`config.mk`:
```
export PLATFORM = sky130hd
export DESIGN_NAME = keypad_digit_entry
export DESIGN_NICKNAME = d
export VERILOG_FILES = /design/src/rtl/kpd_pkg.sv /design/src/rtl/keypad_digit_entry.sv
export SDC_FILE = /design/constraint.sdc
export NUM_CORES = 1
export LEC_CHECK = 0
export BUFFER_PORTS_ARGS = -buffer_cell sky130_fd_sc_hd__clkbuf_2
export CORE_AREA = 2 2 166 168
export CTS_CLUSTER_SIZE = 16
export DETAILED_ROUTE_END_ITERATION = 6
export DIE_AREA = 0 0 168 170
export HOLD_SLACK_MARGIN = 0.12
export SYNTH_ARGS = -nofsm -noshare
export SYNTH_HDL_FRONTEND = slang
export SYNTH_SLANG_ARGS = --single-unit
```
`constraint.sdc`:
```
create_clock -name clk -period 16.2 [get_ports clk]
set_input_delay 2.43 -clock clk [delete_from_list [all_inputs] [get_ports clk]]
set_output_delay 2.43 -clock clk [all_outputs]
set_load 0.005 [all_outputs]
```
`src/rtl/kpd_pkg.sv`:
```
// Package for the keypad digit entry block: keypad table, character codes,
// entry modes, display actions and the result word layout.
// No dependencies.
package kpd_pkg;

	typedef enum logic [1:0] {
		MODE_NUMBER   = 2'd0,
		MODE_PASSWORD = 2'd1,
		MODE_ID       = 2'd2,
		MODE_ID_ALT   = 2'd3
	} entry_mode_t;

	typedef enum logic [1:0] {
		ACT_NONE  = 2'd0,
		ACT_SHOW  = 2'd1,
		ACT_MASK  = 2'd2,
		ACT_ERASE = 2'd3
	} disp_action_t;

	localparam logic [7:0] CHAR_ZERO  = 8'h30;
	localparam logic [7:0] CHAR_NINE  = 8'h39;
	localparam logic [7:0] CHAR_BKSP  = 8'h42; // 'B'
	localparam logic [7:0] CHAR_ENTER = 8'h3D; // '='
	localparam logic [7:0] CHAR_SPACE = 8'h20;
	localparam logic [7:0] CHAR_NUL   = 8'h00;

	localparam int unsigned ACC_W = 14;
	localparam logic [ACC_W-1:0] ACC_MAX = 14'h3FFF;
	// x / 10 == (x * RECIP_10) >> RECIP_SHIFT for every 14-bit x
	localparam logic [15:0] RECIP_10 = 16'd52429;
	localparam int unsigned RECIP_SHIFT = 19;

	typedef struct packed {
		logic         aborted;
		logic [15:0]  entry_digits;
		logic [13:0]  entry_value;
		logic         entry_done;
		logic [7:0]   disp_char;
		disp_action_t disp_action;
	} result_t;

	function automatic logic [7:0] key_char(input logic [1:0] row, input logic [1:0] col);
		logic [7:0] c;
		case ({row, col})
			4'h0: c = 8'h31; // '1'
			4'h1: c = 8'h32;
			4'h2: c = 8'h33;
			4'h3: c = 8'h41; // 'A'
			4'h4: c = 8'h34;
			4'h5: c = 8'h35;
			4'h6: c = 8'h36;
			4'h7: c = CHAR_BKSP;
			4'h8: c = 8'h37;
			4'h9: c = 8'h38;
			4'hA: c = 8'h39;
			4'hB: c = 8'h2D; // '-'
			4'hC: c = 8'h2A; // '*'
			4'hD: c = CHAR_ZERO;
			4'hE: c = CHAR_ENTER;
			4'hF: c = CHAR_BKSP;
			default: c = CHAR_NUL;
		endcase
		return c;
	endfunction

endpackage

```
`src/rtl/keypad_digit_entry.sv`:
```
// Keypad digit entry top level: key decode, digit/value state and a two-word
// output buffer (result register plus skid register).
// Depends on kpd_pkg.
//
// Usage:
//  s_* channel: one word per key event. s_tdata[1:0] key_row, [3:2] key_col,
//  s_tuser is the abort flag. A word is taken when s_tvalid and s_tready are high.
//  m_* channel: one result word per key event, in order. m_tuser is disp_action,
//  m_tdata carries disp_char, entry_done, entry_value, entry_digits, aborted.
//  cfg_we/cfg_data write entry_mode; write only while no word is in flight.
//  Results reach m_* from the result register, via the skid register under a stall.
//  Throughput: one key word per cycle while the skid register is empty; the state
//  update (digit count, value times ten plus digit, reciprocal divide by ten on
//  backspace) is combinational between input handshake and result register.
//  When the receiver stalls, one more key word is taken into the skid register;
//  s_tready then drops until the result register drains.
//  Reset clears entry_mode, the digit count, the value and both buffer valid flags;
//  the held digits themselves are not cleared and are only read below the count.
module keypad_digit_entry #(
	parameter int unsigned MAX_DIGITS = 4
) (
	input  logic        clk,
	input  logic        arst_n,
	input  logic        cfg_we,
	input  logic [1:0]  cfg_data,   // entry_mode
	input  logic        s_tvalid,
	output logic        s_tready,
	input  logic [7:0]  s_tdata,    // [1:0] key_row, [3:2] key_col, [7:4] zero
	input  logic        s_tuser,    // abort
	output logic        m_tvalid,
	input  logic        m_tready,
	output logic [39:0] m_tdata,    // [7:0] disp_char, [8] entry_done,
	                                // [22:9] entry_value, [38:23] entry_digits,
	                                // [39] aborted
	output logic [1:0]  m_tuser     // disp_action
);
	import kpd_pkg::*;

	localparam int unsigned CNT_W = $clog2(MAX_DIGITS + 1);
	localparam int unsigned IDX_W = (MAX_DIGITS > 1) ? $clog2(MAX_DIGITS) : 1;
	localparam logic [CNT_W-1:0] CNT_FULL = CNT_W'(MAX_DIGITS);

	entry_mode_t      mode_q;
	logic [CNT_W-1:0] digit_count_q;
	logic [ACC_W-1:0] number_acc_q;
	logic [3:0]       digit_store_q [MAX_DIGITS];

	result_t res_s1, skid_q, res_next;
	logic    out_valid_s1, skid_valid_q;
	logic    accept;

	logic [7:0]       key;
	logic             is_digit, number_mode;
	logic [3:0]       digit;
	logic [17:0]      acc_next_wide;
	logic [ACC_W-1:0] acc_next_sat;
	logic [29:0]      div_prod;
	logic [ACC_W-1:0] acc_div10;
	logic [4*MAX_DIGITS-1:0]  packed_digits;
	logic [4*MAX_DIGITS+15:0] packed_ext;
	logic enter_ok;

	logic             st_we, st_count_we;
	logic [CNT_W-1:0] count_next;
	logic [ACC_W-1:0] acc_next;

	assign s_tready = !skid_valid_q;
	assign accept   = s_tvalid && s_tready;

	assign key         = key_char(s_tdata[1:0], s_tdata[3:2]);
	assign is_digit    = (key >= CHAR_ZERO) && (key <= CHAR_NINE);
	assign digit       = 4'(key - CHAR_ZERO);
	assign number_mode = (mode_q == MODE_NUMBER);

	assign acc_next_wide = 18'(number_acc_q) * 18'd10 + 18'(digit);
	assign acc_next_sat  = (acc_next_wide > 18'(ACC_MAX)) ? ACC_MAX : acc_next_wide[ACC_W-1:0];
	assign div_prod      = 30'(number_acc_q) * 30'(RECIP_10);
	assign acc_div10     = ACC_W'(div_prod[29:RECIP_SHIFT]);

	always_comb begin
		for (int i = 0; i < MAX_DIGITS; i++) begin
			packed_digits[4*(MAX_DIGITS-1-i) +: 4] = digit_store_q[i];
		end
	end
	assign packed_ext = {16'd0, packed_digits};

	assign enter_ok = number_mode ? (digit_count_q != '0) : (digit_count_q == CNT_FULL);

	always_comb begin
		res_next    = '0;
		res_next.disp_action = ACT_NONE;
		st_we       = 1'b0;
		st_count_we = 1'b0;
		count_next  = digit_count_q;
		acc_next    = number_acc_q;
		if (s_tuser) begin
			if (number_mode) begin
				st_count_we      = 1'b1;
				count_next       = '0;
				acc_next         = '0;
				res_next.aborted = 1'b1;
			end
		end else if (is_digit) begin
			if (digit_count_q < CNT_FULL) begin
				st_we       = 1'b1;
				st_count_we = 1'b1;
				count_next  = digit_count_q + CNT_W'(1);
				acc_next    = acc_next_sat;
				res_next.disp_action = (mode_q == MODE_PASSWORD) ? ACT_MASK : ACT_SHOW;
				res_next.disp_char   = key;
			end
		end else if (key == CHAR_BKSP) begin
			if (digit_count_q != '0) begin
				st_count_we = 1'b1;
				count_next  = digit_count_q - CNT_W'(1);
				acc_next    = acc_div10;
				res_next.disp_action = ACT_ERASE;
				res_next.disp_char   = CHAR_SPACE;
			end
		end else if (key == CHAR_ENTER) begin
			if (enter_ok) begin
				st_count_we         = 1'b1;
				count_next          = '0;
				acc_next            = '0;
				res_next.entry_done = 1'b1;
				if (number_mode) begin
					res_next.entry_value = number_acc_q;
				end else begin
					res_next.entry_digits = packed_ext[15:0];
				end
			end
		end
	end

	always_ff @(posedge clk or negedge arst_n) begin
		if (!arst_n) begin
			mode_q        <= MODE_NUMBER;
			digit_count_q <= '0;
			number_acc_q  <= '0;
			out_valid_s1  <= 1'b0;
			skid_valid_q  <= 1'b0;
		end else begin
			if (cfg_we) begin
				mode_q <= entry_mode_t'(cfg_data);
			end
			if (accept && st_count_we) begin
				digit_count_q <= count_next;
				number_acc_q  <= acc_next;
			end
			if (!out_valid_s1 || m_tready) begin
				out_valid_s1 <= skid_valid_q || accept;
				skid_valid_q <= 1'b0;
			end else if (accept) begin
				skid_valid_q <= 1'b1;
			end
		end
	end

	// payload, no reset
	always_ff @(posedge clk) begin
		if (accept && st_we) begin
			digit_store_q[digit_count_q[IDX_W-1:0]] <= digit;
		end
		if (!out_valid_s1 || m_tready) begin
			if (skid_valid_q) begin
				res_s1 <= skid_q;
			end else if (accept) begin
				res_s1 <= res_next;
			end
		end else if (accept) begin
			skid_q <= res_next;
		end
	end

	assign m_tvalid = out_valid_s1;
	assign m_tuser  = res_s1.disp_action;
	assign m_tdata  = {res_s1.aborted, res_s1.entry_digits, res_s1.entry_value,
	                   res_s1.entry_done, res_s1.disp_char};

`ifndef NO_ASSERTIONS
	a_skid_implies_out: assert property (@(posedge clk) disable iff (!arst_n)
		skid_valid_q |-> out_valid_s1)
		else $error("skid word held with empty result register");

	a_count_bound: assert property (@(posedge clk) disable iff (!arst_n)
		digit_count_q <= CNT_FULL)
		else $error("digit count above maximum");

	a_stall_fills_skid: assert property (@(posedge clk) disable iff (!arst_n)
		(accept && out_valid_s1 && !m_tready) |=> skid_valid_q)
		else $error("word accepted under stall was not buffered");

	a_abort_clears: assert property (@(posedge clk) disable iff (!arst_n)
		(accept && s_tuser && number_mode) |=> (digit_count_q == '0 && number_acc_q == '0))
		else $error("abort in number mode did not clear entry");

	a_done_clears: assert property (@(posedge clk) disable iff (!arst_n)
		(accept && res_next.entry_done) |=> (digit_count_q == '0))
		else $error("completed entry did not clear digit count");
`endif

endmodule

```
After elaboration in Yosys (flattened, before gate mapping)
Memories as Yosys holds them, arrays and structs flattened.
Cells that the tools add are included.

word-level totals
  input port bits = 16
  bits in registers = 105
  RAM bits = 16
  logic and storage cells = 101
  memories kept = 2
  latch bits = 0
  memory bits (read-only) = 112
  output and inout port bits = 44

operators by class
  $lt $le $gt $ge = 4
  divide/modulo/power cells = 0
  shift operators = 0
  multipliers = 2
  reduce and logical (&&, ||, !) cells = 17
  $add $sub $neg = 4
  bitwise gates (word level) = 1
  equality and inequality tests = 7
  muxes and demuxes = 47

memory list
  name             depth  width  rd ports  clocked after Yosys merged registers in  wr ports  RTL line                  source
  (no name shown)  16     7      1         0                                        0         kpd_pkg.sv:44             case ({row, col})
  digit_store_q    4      4      4         0                                        1         keypad_digit_entry.sv:46  logic [3:0] digit_store_q [MAX_DIGITS];

operators with widths
  kind                                                                              count
  14-bit 2-to-1 mux                                                                 10
  31-bit 2-to-1 mux                                                                 4
  42-bit 2-to-1 mux                                                                 2
  41-bit 2-to-1 mux                                                                 1
  14-bit by 16-bit multiplier with 30-bit output, second input constant             1
  10-bit 2-to-1 mux                                                                 3
  3-bit 2-to-1 mux                                                                  8
  18-bit by 4-bit adder with 18-bit output                                          1
  18-bit by 14-bit > comparator with 1-bit output, second input constant            1
  14-bit by 3-bit multiplier with 17-bit output, second input constant              1
  1-bit 2-to-1 mux                                                                  16
  16-bit 2-to-1 mux                                                                 1
  8-bit by 6-bit equality test with 1-bit output, second input constant             1
  8-bit by 7-bit equality test with 1-bit output, second input constant             1
  8-bit by 6-bit >= comparator with 1-bit output, second input constant             1
  8-bit by 6-bit less-or-equal comparator with 1-bit output, second input constant  1
  8-bit 2-to-1 mux                                                                  1
  4-bit nonzero test                                                                2
  6-bit AND reduction                                                               1
  1-bit logical AND                                                                 4
  4-bit != test, second input constant                                              1
  2-bit AND reduction                                                               2
  2-bit nonzero test                                                                2
  4-bit by 1-bit subtractor with 4-bit output, second input constant                1
  other kinds (13)                                                                  15

Longest topological paths before layout
  word-level depth = 9
  depth in mapped cells = 22
  mapped depth without buffers = 22

Worst setup path before layout
No wires, ideal clock.

  kind = reg2reg
  start point = register number_acc_q[12]
  end point = register number_acc_q[10]
  library setup time = 0.135 ns
  setup slack = 10.444 ns
  arrival time = 5.621 ns
  stages on the path, launching flop included = 21
  required time = 16.065 ns
  clock period less this slack = 5.756 ns
  cell sequence = dfrtp_1 -> inv_1 -> ha_1 -> fa_1 -> fa_1 -> fa_1 -> inv_1 -> fa_1 -> inv_1 -> fa_1 -> inv_1 -> ha_1 -> nand4_1 -> nor2_1 -> a211oi_1 -> a311oi_1 -> a221oi_1 -> o21ai_0 -> a31oi_1 -> xnor2_1 -> o211ai_1

between the ends
  longest elaborated chain between the ends = 7
  elaborated cells between the ends (all ways) = 10
  classes of those cells = 1 x add/sub; 2 x mul; 1 x order compare; 6 x mux

ends and longest elaborated chain
  what                                             RTL line                   source
  start, declared                                  keypad_digit_entry.sv:45   logic [ACC_W-1:0] number_acc_q;
  start signal, assigned                           keypad_digit_entry.sv:148  number_acc_q <= acc_next;
  14-bit by 3-bit multiplier with 17-bit output    keypad_digit_entry.sv:75   assign acc_next_wide = 18'(number_acc_q) * 18'd10 + 18'(digit);
  18-bit by 4-bit adder with 18-bit output         keypad_digit_entry.sv:75
  18-bit by 14-bit > comparator with 1-bit output  keypad_digit_entry.sv:76   assign acc_next_sat = (acc_next_wide > 18'(ACC_MAX)) ? ACC_MAX : acc_next_wide[ACC_W-1:0];
  14-bit 2-to-1 mux                                keypad_digit_entry.sv:76
  14-bit 2-to-1 mux                                keypad_digit_entry.sv:104  if (digit_count_q < CNT_FULL) begin
  14-bit 2-to-1 mux (*)                            keypad_digit_entry.sv:103  end else if (is_digit) begin
  14-bit 2-to-1 mux (*)                            keypad_digit_entry.sv:96   if (s_tuser) begin

Every way passes the cells marked *; elsewhere a longest branch is shown, timed or not. The select of a mux whose other input is x is not followed.
A chain may end at the register's enable or synchronous reset.

Final worst setup path
Ends and elaborated chain as after synthesis.

==> flow_metrics.env <==
export IMPL_status="finished clean"
export IMPL_drive_gt1_frac=0.172
export IMPL_syn_area_um2=9200
export IMPL_vias=5710
export IMPL_max_freq_mhz=150
export IMPL_period_minus_slack_ns=6.65
export IMPL_worst_path_largest_cell_delay_ns=0.65
export IMPL_ys_async_sr_fraction=0.176
export IMPL_cts_root_buf="clkbuf_16"
export IMPL_grt_pass1_vias=5959
export IMPL_diodes=0
export IMPL_critPathRequiredTime_ns=16.46
export IMPL_ys_flop_type="edfxtp_1"
export IMPL_crit_top_cell="fa_1"
export IMPL_postSynthCellCount=778
export IMPL_drtIter0Drc=259
export IMPL_antenna_found_initial=0
export IMPL_synth_seq_area_share=0.377
export IMPL_cts_hold_buf=0
export IMPL_grt_pass1_wl_um=31500
export IMPL_rr_worst_depth=20
export IMPL_die_width_um=168
export IMPL_drt_wl_total_um=18700
export IMPL_dr_pass1_iters=4
export IMPL_worstReg2RegEnd="number_acc_q[10]"
export IMPL_clk_pin_slew_ns=0.06
export IMPL_startpoint_type="flop"
export IMPL_setup_viol=0
export IMPL_viasPerCell=4.79
export IMPL_final_common_cell="ha_1"
export IMPL_relSlewSlack=0.227
export IMPL_cts_setup_buffers=0
export IMPL_grt_overflow=0
export IMPL_core_um2=26700
export IMPL_num_rows=60
export IMPL_reg2reg_from="number_acc_q[12]"
export IMPL_place_hpwl_um=14900
export IMPL_grt_usage=0.141
export IMPL_synth_distinct_cells=70
export IMPL_critical_path_buf_inv_count=4
export IMPL_slowest_stage="fa_1"
export IMPL_clk_latency_ns=0.41
export IMPL_drc=0
export IMPL_hp_start="skid_q[3]"
export IMPL_arrival_ns=6.91
export IMPL_fin_area_um2=10400
export IMPL_period_share=0.410
export IMPL_cap_violations=0
export IMPL_drt_wirelength_per_cell_um=15.7
export IMPL_reg2reg_slack_ns=9.55
export IMPL_cts_buffer_depth=2
export IMPL_cts_tree="yes"
export IMPL_numClockSinks=119
export IMPL_fin_skew_ns=0.00958
export IMPL_syn_avg_cell_area_um2=11.8
export IMPL_place_congestion=0.870
export IMPL_path_delay_family="adder cells"
export IMPL_syn_to_final_growth_pct=13.5
export IMPL_cts_resized=0
export IMPL_die_area_um2=28600
export IMPL_antenna_left=0
export IMPL_die_h_um=170
export IMPL_port_buffers=54
export IMPL_post_dp_cell_area_um2=9840
export IMPL_slew_violations=0
export IMPL_fin_tns_setup_ns=0
export IMPL_h_tree_depth=4
export IMPL_pin_count=60
export IMPL_hp_class="flop to flop"
export IMPL_path_max_fanout=8
export IMPL_synth_edff_count=98
export IMPL_path_cells="inv_1, ha_1, fa_1, fa_1, fa_1, inv_1, fa_1, inv_1, fa_1, inv_1, ha_1, nand4_1, nor2_1, a211oi_1, a311oi_1, a221oi_1, o21ai_0, a31oi_1, xnor2_1, o211ai_1"
export IMPL_grt_max_degree=42
export IMPL_ys_warn_count=0
export IMPL_initial_core_util=0.345
export IMPL_min_to="m_tdata[1]"
export IMPL_min_delay_path_depth=2
export IMPL_synth_seq_cells=119
export IMPL_critPathCaptureType="flop"
export IMPL_finalHoldViolCount=0
export IMPL_worstMarginPinSlew_ns=1.16
export IMPL_final_cell_mix="ha_1, inv_1, edfxtp_1, fa_1, clkbuf_2"
export IMPL_rsz0062_at_grt="false"
export IMPL_path_class="flop to flop"
export IMPL_nets=1044
export IMPL_numCtsBuffers=17
cell type report:
type | count | area [um^2]
clock buffers | 17 | 425
multi-input cells | 536 | 5260
clock inverters | 15 | 180
inverters | 107 | 402
repair buffers | 56 | 285
flip-flops and latches | 119 | 3470
well taps | 341 | 427
fillers | 2515 | 16200
synthesized netlist by cell type (all sizes together), types with 12 or more instances:
cell type | n | share of area
a21oi | 23 | 0.013
xnor2 | 24 | 0.023
and2 | 31 | 0.021
inv | 107 | 0.044
o211ai | 12 | 0.0098
ha | 136 | 0.18
nand2 | 22 | 0.0090
mux2 | 37 | 0.045
xor2 | 12 | 0.012
edfxtp | 98 | 0.32
dfrtp | 21 | 0.057
fa | 55 | 0.12
o21ai | 20 | 0.011
nor2 | 28 | 0.012
state kept, by name (all words and copies together) (netlist names), 2 cells and up:
signal,count
digit_count_q,3
digit_store_q,16
mode_q,2
skid_q,41
m_tdata,39
m_tuser,2
number_acc_q,14
worst min-delay path: cells and delay by family (launching register included):
family,cells,cell delay [ns]
and+or+nand+nor,1,0.05
AOI/OAI and AO/OA,1,0.06
DFF,1,0.32
worst max-delay path by stage:
stage                          start                to  slack (ns)  cells after the start
floorplan           number_acc_q[12]  number_acc_q[10]       10.44                     20
global placement    number_acc_q[12]  number_acc_q[10]        9.49                     20
detailed placement  number_acc_q[12]  number_acc_q[10]        9.51                     20
CTS                 number_acc_q[12]  number_acc_q[10]        9.48                     20
global route        number_acc_q[12]  number_acc_q[10]        8.95                     20
finish              number_acc_q[12]  number_acc_q[10]        9.55                     20
routing by layer:
metal  vias up  global-route usage  wire, um
met4         0              0.0325       182
met1      2737               0.183      8870
li1       2882                   -         -
met3        14              0.0214       443
met2        77               0.248      9210
met5         -                   0         0
metrics by stage:
step	utilization	instances	worst slack, ns	hold slack (ns)
after global placement	0.369	1159	9.49	0.513
after detailed placement	0.369	1159	9.51	0.518
after global routing	0.392	1191	8.95	0.542
final	0.392	1191	9.55	0.538
after CTS	0.392	1191	9.48	0.538
after floorplan	-	779	10.44	0.498
kinds of logic (layout without fill, tap and decap cells):
family | count (synthesis) | count (layout) | synth area share
AO/OA/AOI/OAI | 115 | 115 | 0.0881
AND/OR/NAND/NOR | 151 | 151 | 0.0902
multiplexers | 41 | 41 | 0.0510
other | 1 | 2 | 0.000408
flip-flops | 119 | 119 | 0.377
buffers and inverters | 124 | 195 | 0.0536
XOR/XNOR | 36 | 36 | 0.0351
adder cells (fa/ha/maj) | 191 | 191 | 0.305
Power is left out: the tool's default activity adds up to more than one toggle a clock period on the data nets, which glitch-free logic cannot reach.
